===== src/hw/rtl/smss_pkg.sv =====
// Shared types and constants for the sorted matrix staircase search block.
// No dependencies; imported by the controller and the top level.
package smss_pkg;

  // Widths of the fixed interface fields.
  localparam int COUNT_W  = 5;
  localparam int ROW_W    = 4;
  localparam int COL_W    = 4;
  localparam int VALUE_W  = 32;
  localparam int APB_W    = 32;
  localparam int PADDR_W  = 3;

  // Default sizes of the matrix store.
  localparam int DEF_MAX_ROWS   = 16;
  localparam int DEF_MAX_COLS   = 16;
  localparam int DEF_DATA_WIDTH = 32;

  // Request codes.
  localparam logic REQ_WRITE = 1'b0;
  localparam logic REQ_QUERY = 1'b1;

  // Register index, taken from paddr[2].
  localparam logic REG_ROWS_IN_USE = 1'b0;
  localparam logic REG_COLS_IN_USE = 1'b1;

  typedef enum logic [1:0] {
    ST_IDLE = 2'b01,
    ST_WALK = 2'b10
  } smss_state_t;

endpackage


===== src/hw/rtl/smss_ctrl.sv =====
// Request decode and staircase walk controller; drives the matrix store ports.
// Depends on smss_pkg for request codes, field widths and the state type.
module smss_ctrl #(
  parameter int MAX_ROWS   = 16,
  parameter int MAX_COLS   = 16,
  parameter int DATA_WIDTH = 32,
  parameter int RCW        = 5,
  parameter int CCW1       = 5,
  parameter int AW         = 8
) (
  input  logic                         clk,
  input  logic                         rst_n,
  input  logic                         start,
  output logic                         busy,
  input  logic                         req_type,
  input  logic [smss_pkg::ROW_W-1:0]   entry_row,
  input  logic [smss_pkg::COL_W-1:0]   entry_col,
  input  logic signed [DATA_WIDTH-1:0] write_value,
  input  logic signed [DATA_WIDTH-1:0] target,
  input  logic [RCW-1:0]               rows_lim,
  input  logic [CCW1-1:0]              cols_lim,
  output logic                         res_valid,
  output logic                         res_found,
  output logic                         wr_en,
  output logic [AW-1:0]                wr_addr,
  output logic signed [DATA_WIDTH-1:0] wr_data,
  output logic                         rd_en,
  output logic [AW-1:0]                rd_addr,
  input  logic signed [DATA_WIDTH-1:0] rd_data
);

  import smss_pkg::*;

  localparam int CCW = (MAX_COLS > 1) ? $clog2(MAX_COLS) : 1;

  smss_state_t                  state_r, state_nxt;
  logic [RCW-1:0]               row_r, row_nxt, row_inc;
  logic [CCW-1:0]               col_r, col_nxt;
  logic signed [DATA_WIDTH-1:0] tgt_r, tgt_nxt;
  logic                         valid_r, valid_nxt;
  logic                         found_r, found_nxt;
  logic                         take;

  assign busy    = (state_r == ST_WALK);
  assign take    = start && (state_r == ST_IDLE);
  assign row_inc = row_r + 1'b1;

  // Writes land in the store at the accepting edge; out-of-range entries drop.
  assign wr_en   = take && (req_type == REQ_WRITE)
                   && (32'(entry_row) < MAX_ROWS) && (32'(entry_col) < MAX_COLS);
  assign wr_addr = AW'(32'(entry_row) * MAX_COLS + 32'(entry_col));
  assign wr_data = write_value;

  // Next probe address comes straight from the next walk position.
  assign rd_addr = AW'(32'(row_nxt) * MAX_COLS + 32'(col_nxt));

  always_comb begin
    state_nxt = state_r;
    row_nxt   = row_r;
    col_nxt   = col_r;
    tgt_nxt   = tgt_r;
    valid_nxt = 1'b0;
    found_nxt = found_r;
    rd_en     = 1'b0;
    unique case (state_r)
      ST_IDLE: begin
        if (take && (req_type == REQ_QUERY)) begin
          if ((rows_lim == '0) || (cols_lim == '0)) begin
            valid_nxt = 1'b1;
            found_nxt = 1'b0;
          end else begin
            row_nxt   = '0;
            col_nxt   = CCW'(cols_lim - 1'b1);
            tgt_nxt   = target;
            rd_en     = 1'b1;
            state_nxt = ST_WALK;
          end
        end
      end
      ST_WALK: begin
        if (rd_data == tgt_r) begin
          valid_nxt = 1'b1;
          found_nxt = 1'b1;
          state_nxt = ST_IDLE;
        end else if (rd_data < tgt_r) begin
          // probe too small: step down a row
          if (row_inc == rows_lim) begin
            valid_nxt = 1'b1;
            found_nxt = 1'b0;
            state_nxt = ST_IDLE;
          end else begin
            row_nxt = row_inc;
            rd_en   = 1'b1;
          end
        end else begin
          // probe too large: step left a column
          if (col_r == '0) begin
            valid_nxt = 1'b1;
            found_nxt = 1'b0;
            state_nxt = ST_IDLE;
          end else begin
            col_nxt = col_r - 1'b1;
            rd_en   = 1'b1;
          end
        end
      end
      default: begin
        state_nxt = ST_IDLE;
      end
    endcase
  end

  always_ff @(posedge clk) begin
    if (!rst_n) begin
      state_r <= ST_IDLE;
      valid_r <= 1'b0;
    end else begin
      state_r <= state_nxt;
      valid_r <= valid_nxt;
    end
  end

  always_ff @(posedge clk) begin
    row_r   <= row_nxt;
    col_r   <= col_nxt;
    tgt_r   <= tgt_nxt;
    found_r <= found_nxt;
  end

  assign res_valid = valid_r;
  assign res_found = found_r;

endmodule


===== config.mk =====
export PLATFORM = sky130hd
export DESIGN_NAME = smss_ctrl
export DESIGN_NICKNAME = d
export VERILOG_FILES = /design/src/hw/rtl/smss_pkg.sv /design/src/hw/rtl/smss_ctrl.sv
export SDC_FILE = /design/constraint.sdc
export NUM_CORES = 1
export LEC_CHECK = 0
export BUFFER_PORTS_ARGS = -buffer_cell sky130_fd_sc_hd__buf_2
export CORE_AREA = 2 2 86 88
export DETAILED_ROUTE_END_ITERATION = 10
export DIE_AREA = 0 0 88 90
export PLACE_DENSITY = 0.83
export SLEW_MARGIN = 0
export SYNTH_ARGS = -nofsm -noshare
export SYNTH_HDL_FRONTEND = slang
export SYNTH_SLANG_ARGS = --single-unit

===== constraint.sdc =====
create_clock -name clk -period 3.8 [get_ports clk]
set_clock_uncertainty 0.2 [all_clocks]
set_input_delay 0.38 -clock clk [delete_from_list [all_inputs] [get_ports clk]]
set_output_delay 0.38 -clock clk [all_outputs]
set_load 0.01 [all_outputs]

Word-level counts from Yosys, hierarchy flattened
Cells that the tools add are included.
{"block": "word_totals", "wordCells": 74, "output_inout_bits": 53, "input_bits": 118, "ff_bits": 45}
{"block": "op_classes", "addsub": 5, "n_lt_le_gt_ge": 1, "n_reduce_logical": 11, "bitwise_logic": 2, "eq_ne": 9, "mux": 40}
{"op": "== test 32 bit", "n": 1}
{"op": "less-than comparator 32 bit", "n": 1}
{"op": "2-to-1 mux 5 bit", "n": 5}
{"op": "2-to-1 mux 4 bit", "n": 5}
{"op": "2-to-1 mux 1 bit", "n": 18}
{"op": "adder 8 x 4 -> 8 bit", "n": 2}
{"op": "2-to-1 mux 2 bit", "n": 6}
{"op": "zero test 5 bit", "n": 2}
{"op": "case mux 5 bit (2 select lines)", "n": 1}
{"op": "case mux 4 bit (2 select lines)", "n": 1}
{"op": "subtractor 4 x 1 -> 4 bit, second input constant", "n": 2}
{"op": "case mux 1 bit (2 select lines)", "n": 3}
{"op": "adder 5 x 1 -> 5 bit, second input constant", "n": 1}
{"op": "== test 5 bit", "n": 1}
{"op": "AND reduction 5 bit", "n": 1}
{"op": "zero test 4 bit", "n": 1}
{"op": "inequality test 2 x 1 -> 1 bit, second input constant", "n": 2}
{"op": "inequality test 4 x 1 -> 1 bit, second input constant", "n": 1}
{"op": "inequality test 4 x 3 -> 1 bit, second input constant", "n": 1}
{"op": "case mux 2 bit (2 select lines)", "n": 1}
{"op": "AND reduction 4 bit", "n": 1}
{"op": "logical AND 1 bit", "n": 3}
{"op": "AND reduction 3 bit", "n": 1}
{"op": "== test 2 x 1 -> 1 bit, second input constant", "n": 1}
{"op": "5 further kinds", "n": 6}

Logic depth before layout (Yosys ltp)
Gate-level depths: netlist of run 1.
{"block": "depth", "depth_word": 7, "depth_mapped": 12, "ltp_nobuf": 11}

Worst setup path before layout of run 1
OpenSTA, ideal clock, no wires.
{"block": "synth_path", "path_kind": "input -> output", "start": "input rd_data[21]", "end": "output rd_addr[4]", "stages": 10, "t_arrival_ps": 2872, "required_time_ps": 3220, "n_path_buf": 1, "path_slack_ps": 348, "cell_sequence": "ha_1 -> a211oi_1 -> o21ai_0 -> o211ai_1 -> mux2_2 -> a211o_1 -> or3b_4 -> or2_4 -> mux2i_1 -> buf_4"}
{"block": "synth_between", "elab_chain_len": 5, "word_cells_on_any_way": 9, "classes_between": "add/sub: 1; order compare: 1; eq/ne: 1; mux: 6"}
{"element": "start: declaration", "line_no": "smss_ctrl.sv:29", "rtl": "input logic signed [DATA_WIDTH-1:0] rd_data"}
{"element": "less-than comparator 32 bit", "line_no": "smss_ctrl.sv:85", "rtl": "end else if (rd_data < tgt_r) begin"}
{"element": "2-to-1 mux 5 bit", "line_no": "smss_ctrl.sv:85"}
{"element": "2-to-1 mux 5 bit (*)", "line_no": "smss_ctrl.sv:81", "rtl": "if (rd_data == tgt_r) begin"}
{"element": "case mux 5 bit (2 select lines) (*)", "line_no": "smss_ctrl.sv:65", "rtl": "unique case (state_r)"}
{"element": "via row_nxt[0]", "line_no": "smss_ctrl.sv:37", "rtl": "logic [RCW-1:0] row_r, row_nxt, row_inc;"}
{"element": "adder 8 x 4 -> 8 bit (*)", "line_no": "smss_ctrl.sv:55", "rtl": "assign rd_addr = AW'(32'(row_nxt) * MAX_COLS + 32'(col_nxt));"}
{"element": "end: declaration", "line_no": "smss_ctrl.sv:28", "rtl": "output logic [AW-1:0] rd_addr,"}
The timed path passes the listed nets; every way through them passes the cells marked *.

Worst setup path after layout of run 1
{"block": "layout_path", "start": "register tgt_r[21]", "end": "output rd_addr[4]"}
{"block": "layout_between", "elab_chain_len": 5, "word_cells_on_any_way": 9, "classes_between": "add/sub: 1; order compare: 1; eq/ne: 1; mux: 6"}
{"element": "start: declaration", "line_no": "smss_ctrl.sv:39", "rtl": "logic signed [DATA_WIDTH-1:0] tgt_r, tgt_nxt;"}
{"element": "start signal: assignment", "line_no": "smss_ctrl.sv:126", "rtl": "tgt_r <= tgt_nxt;"}
{"element": "less-than comparator 32 bit", "line_no": "smss_ctrl.sv:85"}
{"element": "2-to-1 mux 5 bit or 2-to-1 mux 4 bit (tied branches)", "line_no": "smss_ctrl.sv:85"}
{"element": "2-to-1 mux 5 bit or 2-to-1 mux 4 bit (tied branches)", "line_no": "smss_ctrl.sv:81"}
{"element": "case mux 5 bit (2 select lines) or case mux 4 bit (2 select lines) (tied branches)", "line_no": "smss_ctrl.sv:65"}
{"element": "adder 8 x 4 -> 8 bit (*)", "line_no": "smss_ctrl.sv:55"}
Every way passes the cells marked *; elsewhere a longest branch is shown, timed or not.

==> impl_metrics.env, run 1 <==
export IMPL_postCtsHoldBufs=0
export IMPL_r2r_setup_slack_ns=0.74
export IMPL_die_x_um=88
export IMPL_synthArstFlopShare=0
export IMPL_crit_slowest_cell="edfxtp_1"
export IMPL_synthesis_instances=304
export IMPL_ys_ff_latch=45
export IMPL_drc=0
export IMPL_synth_fp_nets=459
export IMPL_worst_slew_pin_slew_ns=0.504
export IMPL_synth_cell_types=48
export IMPL_leakage_nw=1.66
export IMPL_track_usage=0.169
export IMPL_cts_buffer_depth=2
export IMPL_synth_edf_count=34
export IMPL_finalPower_mw=1.26
export IMPL_status="finished clean"
export IMPL_r2r_start="tgt_r[21]"
export IMPL_chipHeight_um=90
export IMPL_grt_antenna_before_repair=0
export IMPL_layout_drive_gt1_share=0.331
export IMPL_cts_tree="yes"
export IMPL_power_per_cell_area_nw_per_um2=363
export IMPL_hold_class="in2reg"
export IMPL_layout_min_cycle_time_ns=3.74
export IMPL_relSlewSlack=0.664
export IMPL_ios=171
export IMPL_synth_flop_cell="edfxtp_1"
export IMPL_htree_levels=2
export IMPL_crit_path_cell_trace="inv_2 -> ha_4 -> a211oi_4 -> o21ai_2 -> o211ai_1 -> mux2_4 -> a211o_1 -> or3b_4 -> or2_4 -> mux2i_1 -> buf_2"
export IMPL_rr_worst_depth=10
export IMPL_timing_critical_path_buf_inv=2
export IMPL_via_per_inst=5.01
export IMPL_critPathMaxFanout=4
export IMPL_finalSetupViolCount=0
export IMPL_ys_seq_area_frac=0.405
export IMPL_firstDrtPassIters=4
export IMPL_final_cells=459
export IMPL_final_cell_mix="buf_2 (90), inv_1 (43), ha_1 (36)"
export IMPL_finalWirelength_um=6730
export IMPL_gr_total_overflow=0
export IMPL_critPathKind="reg2out"
export IMPL_maxSlewViolCount=0
export IMPL_nets=514
export IMPL_placementRows=31
export IMPL_grt_max_degree=24
export IMPL_critPathCaptureType="output port"
export IMPL_wl_per_cell_um=14.7
export IMPL_cts_sinks=45
export IMPL_placed_cells=450
export IMPL_antenna_left=0
export IMPL_cts_buffers=5
export IMPL_clk_latency_ns=0.30
export IMPL_n_antenna_cell=0
export IMPL_detail_route_iter0_violations=49
export IMPL_grt_first_pass_wirelength_um=10600
export IMPL_ir_drop_v=0.000182
export IMPL_area_growth_pct=13.7
export IMPL_core_area_um2=7020
export IMPL_worstReg2RegEnd="row_r[4]"
export IMPL_die_area_um2=7920
export IMPL_arrival_ns=3.16
export IMPL_fmax_mhz=267
export IMPL_dpl_hpwl_um=5570
export IMPL_hold_viol=0
export IMPL_layout_commonest_cell="buf_2"
export IMPL_synth_area_per_cell_um2=10.1
export IMPL_place_gp_congestion=0.798
export IMPL_rsz0062_at_grt="true"
export IMPL_yosysWarningCount=0
export IMPL_drv_cap=0
export IMPL_numPortBuffers=90
export IMPL_slowest_delay_ns=0.40
export IMPL_route_vias_total=2298
export IMPL_holdPathEnd="tgt_r[14]"
export IMPL_start_util=0.436
export IMPL_min_delay_start="target[14]"
export IMPL_hold_path_cell_count=1
export IMPL_critical_path_top_delay_family="compound AO/OA/AOI/OAI gates"
export IMPL_period_share=0.984
export IMPL_cts_root_buffer="clkbuf_8"
export IMPL_worst_ep_required_time_ns=3.22
export IMPL_first_global_vias=2340
export IMPL_crit_path_start_kind="flip-flop"
export IMPL_clk_transition_reported_paths_ns=0.09
export IMPL_synth_area_um2=3060
[routing by layer]
layer | routed length (µm) | global-route usage | share of wire | vias up
li1 | - | - | - | 1139
met1 | 2530 | 0.190 | 0.38 | 1032
met2 | 3480 | 0.310 | 0.52 | 104
met3 | 583 | 0.0422 | 0.087 | 23
met4 | 136 | 0.0474 | 0.020 | 0
met5 | 0 | 0 | 0 | -
[worst reg2reg max path, cell delays in order, from the launching register on]
cell      delay, ns
edfxtp_1       0.40
inv_2          0.09
ha_4           0.21
a211oi_4       0.25
o21ai_2        0.08
o211ai_1       0.26
mux2_4         0.34
a211o_1        0.27
or3b_4         0.40
a21o_1         0.21
inv_1          0.09
[sequential cells by signal, summed over array words and instances (netlist names)]
register / cells
row_r: 5
state_r: 2
res_found: 1
col_r: 4
tgt_r: 32
res_valid: 1
[per-stage QoR]
stage	instance area [µm²]	TNS (ns)	utilization	setup slack, ns	hold WS [ns]
final	3480	0	0.496	0.0608	0.0528
after global routing	3480	-0.347	0.496	-0.108	0.0335
after CTS	3460	0	0.492	0.00739	0.0428
after detailed placement	3320	-0.211	0.473	-0.0782	0.301
after global placement	3320	0	0.473	0.110	0.297
after floorplan	3060	0	-	0.348	0.259
[report_power, final]
group	switching, mW	total, mW	internal (mW)
logic	0.191	0.346	0.155
registers	0.0240	0.598	0.574
clock network	0.167	0.318	0.151
[area by class of cell]
cell class	count	area, µm²
clock buffers	6	82.6
multi-input cells	169	1370
inverters	44	165
well taps	99	124
fillers	658	3540
flip-flops and latches	45	1240
repair buffers	94	480
clock inverters	2	17.5
[synth_stat cells, types with 5 or more instances]
cell type | count | share of area
xor2_1 | 6 | 0.017
edfxtp_1 | 34 | 0.33
o211ai_1 | 5 | 0.012
ha_1 | 37 | 0.15
a21o_1 | 5 | 0.012
buf_4 | 44 | 0.11
nor2_1 | 9 | 0.011
nand4_1 | 7 | 0.014
o21ai_0 | 13 | 0.021
nand3_1 | 8 | 0.013
dfxtp_1 | 11 | 0.072
inv_1 | 44 | 0.054
nand2_1 | 13 | 0.016
a21oi_1 | 12 | 0.020
nand2b_1 | 7 | 0.014
[worst max path at each step]
| stage | endpoint | start | cells past startpoint |
|---|---|---|---|
| 3_5_place_dp | rd_addr[6] | rd_data[21] | 11 |
| 6_report | rd_addr[4] | tgt_r[21] | 11 |
| 5_1_grt | rd_addr[4] | tgt_r[21] | 11 |
| 2_1_floorplan | rd_addr[4] | rd_data[21] | 10 |
| 3_3_place_gp | rd_addr[6] | rd_data[21] | 11 |
| 4_1_cts | rd_addr[4] | tgt_r[21] | 11 |
[what timing repair did]
item / in CTS / in global routing
endpoints found under the hold margin: 0 / 0
pin swaps: 6 / 5
endpoints found under the setup margin: 8 / 8
gates resized for setup: 9 / 4
buffers inserted: 0 / 1
[kinds of logic after synthesis]
family / share of synthesized area
adders and majority gates: 0.151
xor gates and xnor gates: 0.0286
muxes: 0.0135
and+or+nand+nor: 0.119
DFF: 0.405
buffers and inverters: 0.164
AOI/OAI and AO/OA: 0.118
No activity file was read; power rests on OpenSTA's default activity.
==> inputs of run 2 (changes only) <==
PLACE_DENSITY = 0.79   (was 0.83)
==> impl_metrics.env, run 2 (synthesized netlist as in run 1, its figures left out) <==
export IMPL_htree_levels=2
export IMPL_tns_ns=0
export IMPL_ios=171
export IMPL_fin_ws_ns=0.0318
export IMPL_chipHeight_um=90
export IMPL_crit_path_start_kind="flip-flop"
export IMPL_relSlewSlack=0.764
export IMPL_nets=515
export IMPL_timing_critical_path_buf_inv=2
export IMPL_regMostFlops="tgt_r"
export IMPL_fmax_mhz=265
export IMPL_cts_sinks=45
export IMPL_die_area_um2=7920
export IMPL_critPathMaxFanout=4
export IMPL_grt_antenna_before_repair=0
export IMPL_numPortBuffers=90
export IMPL_postCtsHoldBufs=0
export IMPL_crit_slowest_cell="or3b_4"
export IMPL_num_fill_cells=648
export IMPL_area_growth_pct=15.4
export IMPL_layout_commonest_cell="buf_2"
export IMPL_track_usage=0.166
export IMPL_gr_total_overflow=0
export IMPL_finalWirelength_um=6550
export IMPL_layout_drive_gt1_share=0.341
export IMPL_power_per_cell_area_nw_per_um2=353
export IMPL_finalSetupViolCount=0
export IMPL_cts_buffer_depth=2
export IMPL_route_vias_total=2288
export IMPL_largestRegisters="tgt_r x32, row_r x5, col_r x4"
export IMPL_drc=0
export IMPL_placementRows=31
export IMPL_place_gp_congestion=0.850
export IMPL_critPathCaptureType="output port"
export IMPL_arrival_ns=3.19
export IMPL_drv_cap=0
export IMPL_worst_slew_pin_slew_ns=0.354
export IMPL_worst_ep_required_time_ns=3.22
export IMPL_cts_tree="yes"
export IMPL_n_antenna_cell=0
export IMPL_critical_path_top_delay_family="compound AO/OA/AOI/OAI gates"
export IMPL_slowest_delay_ns=0.40
export IMPL_hold_viol=0
export IMPL_period_share=0.992
export IMPL_hold_class="in2reg"
export IMPL_final_cell_mix="buf_2 (90), inv_1 (43), edfxtp_1 (34)"
export IMPL_leakage_nw=1.67
export IMPL_pre_cts_ws_ns=0.0750
export IMPL_start_util=0.436
export IMPL_core_area_um2=7020
export IMPL_critPathKind="reg2out"
export IMPL_dpl_hpwl_um=5340
export IMPL_multi_input_area_um2=1420
export IMPL_r2r_setup_slack_ns=0.69
export IMPL_rsz0062_at_grt="true"
export IMPL_cts_root_buffer="clkbuf_8"
export IMPL_ff_latch_area_um2=1240
export IMPL_die_x_um=88
export IMPL_largest_reg_flops=32
export IMPL_layout_min_cycle_time_ns=3.77
export IMPL_firstDrtPassIters=4
export IMPL_maxSlewViolCount=0
export IMPL_first_global_vias=2349
export IMPL_cts_buffers=5
export IMPL_ir_drop_v=0.000211
export IMPL_detail_route_iter0_violations=69
export IMPL_clk_latency_ns=0.29
export IMPL_grt_first_pass_wirelength_um=10400
export IMPL_antenna_left=0
export IMPL_via_per_inst=4.97
export IMPL_grt_max_degree=20
export IMPL_clk_transition_reported_paths_ns=0.08
export IMPL_wl_per_cell_um=14.2
export IMPL_status="finished clean"
export IMPL_crit_path_cell_trace="inv_2 -> ha_4 -> a211oi_4 -> o21ai_1 -> o211ai_1 -> mux2_4 -> a211o_1 -> or3b_4 -> or2_4 -> mux2i_2 -> buf_2"
run 2: changes by cell type in the layout (fill, tap and decap cells not counted), sizes merged:
cell,previous run,this run
clkinv,1,2
inv,45,44
buf,94,95
run 2: per-layer routing:
| metal | global-route usage | part of all wire | vias to the layer above |
|---|---|---|---|
| met1 | 0.183 | 0.38 | 1044 |
| met2 | 0.303 | 0.53 | 82 |
| met3 | 0.0395 | 0.060 | 24 |
| met5 | 0 | 0 | - |
| li1 | - | - | 1138 |
| met4 | 0.0577 | 0.028 | 0 |
run 2: layout make-up:
cell class,instances,area share
tap,99,0.0350
multi-input combinational,169,0.402
timing repair buffer,95,0.138
clock buffer,6,0.0234
clock inverter,2,0.00389
inverter,44,0.0467
sequential,45,0.351
run 2: path summary, 6_finish.rpt:
kind,from,endpoint,cells after the start
worst min-delay path,target[25],tgt_r[25],1
worst min register to register,row_r[3],row_r[3],1
worst max register to register,tgt_r[21],row_r[4],10
worst max-delay path,tgt_r[21],rd_addr[4],11
run 2: timing repair:
item / in CTS / in global routing
buffers inserted: 1 / 0
endpoints found under the setup margin: 4 / 5
resized for setup: 6 / 11
pin swaps: 4 / 12
run 2: through the flow:
step	hold WS, ns	area (µm²)	total power [mW]	utilization	cells
after floorplan	0.259	3060	0.862	-	304
after global placement	0.307	3330	0.925	0.474	451
after detailed placement	0.312	3330	0.936	0.474	451
after CTS	0.0506	3460	1.25	0.493	460
after global routing	0.0413	3530	1.33	0.503	460
final	0.0623	3530	1.25	0.503	460
run 2: where the power goes:
part / internal, mW / total (mW) / switching, mW
registers: 0.574 / 0.596 / 0.0226
clock network: 0.147 / 0.303 / 0.155
logic: 0.161 / 0.349 / 0.188
total: 0.882 / 1.25 / 0.365
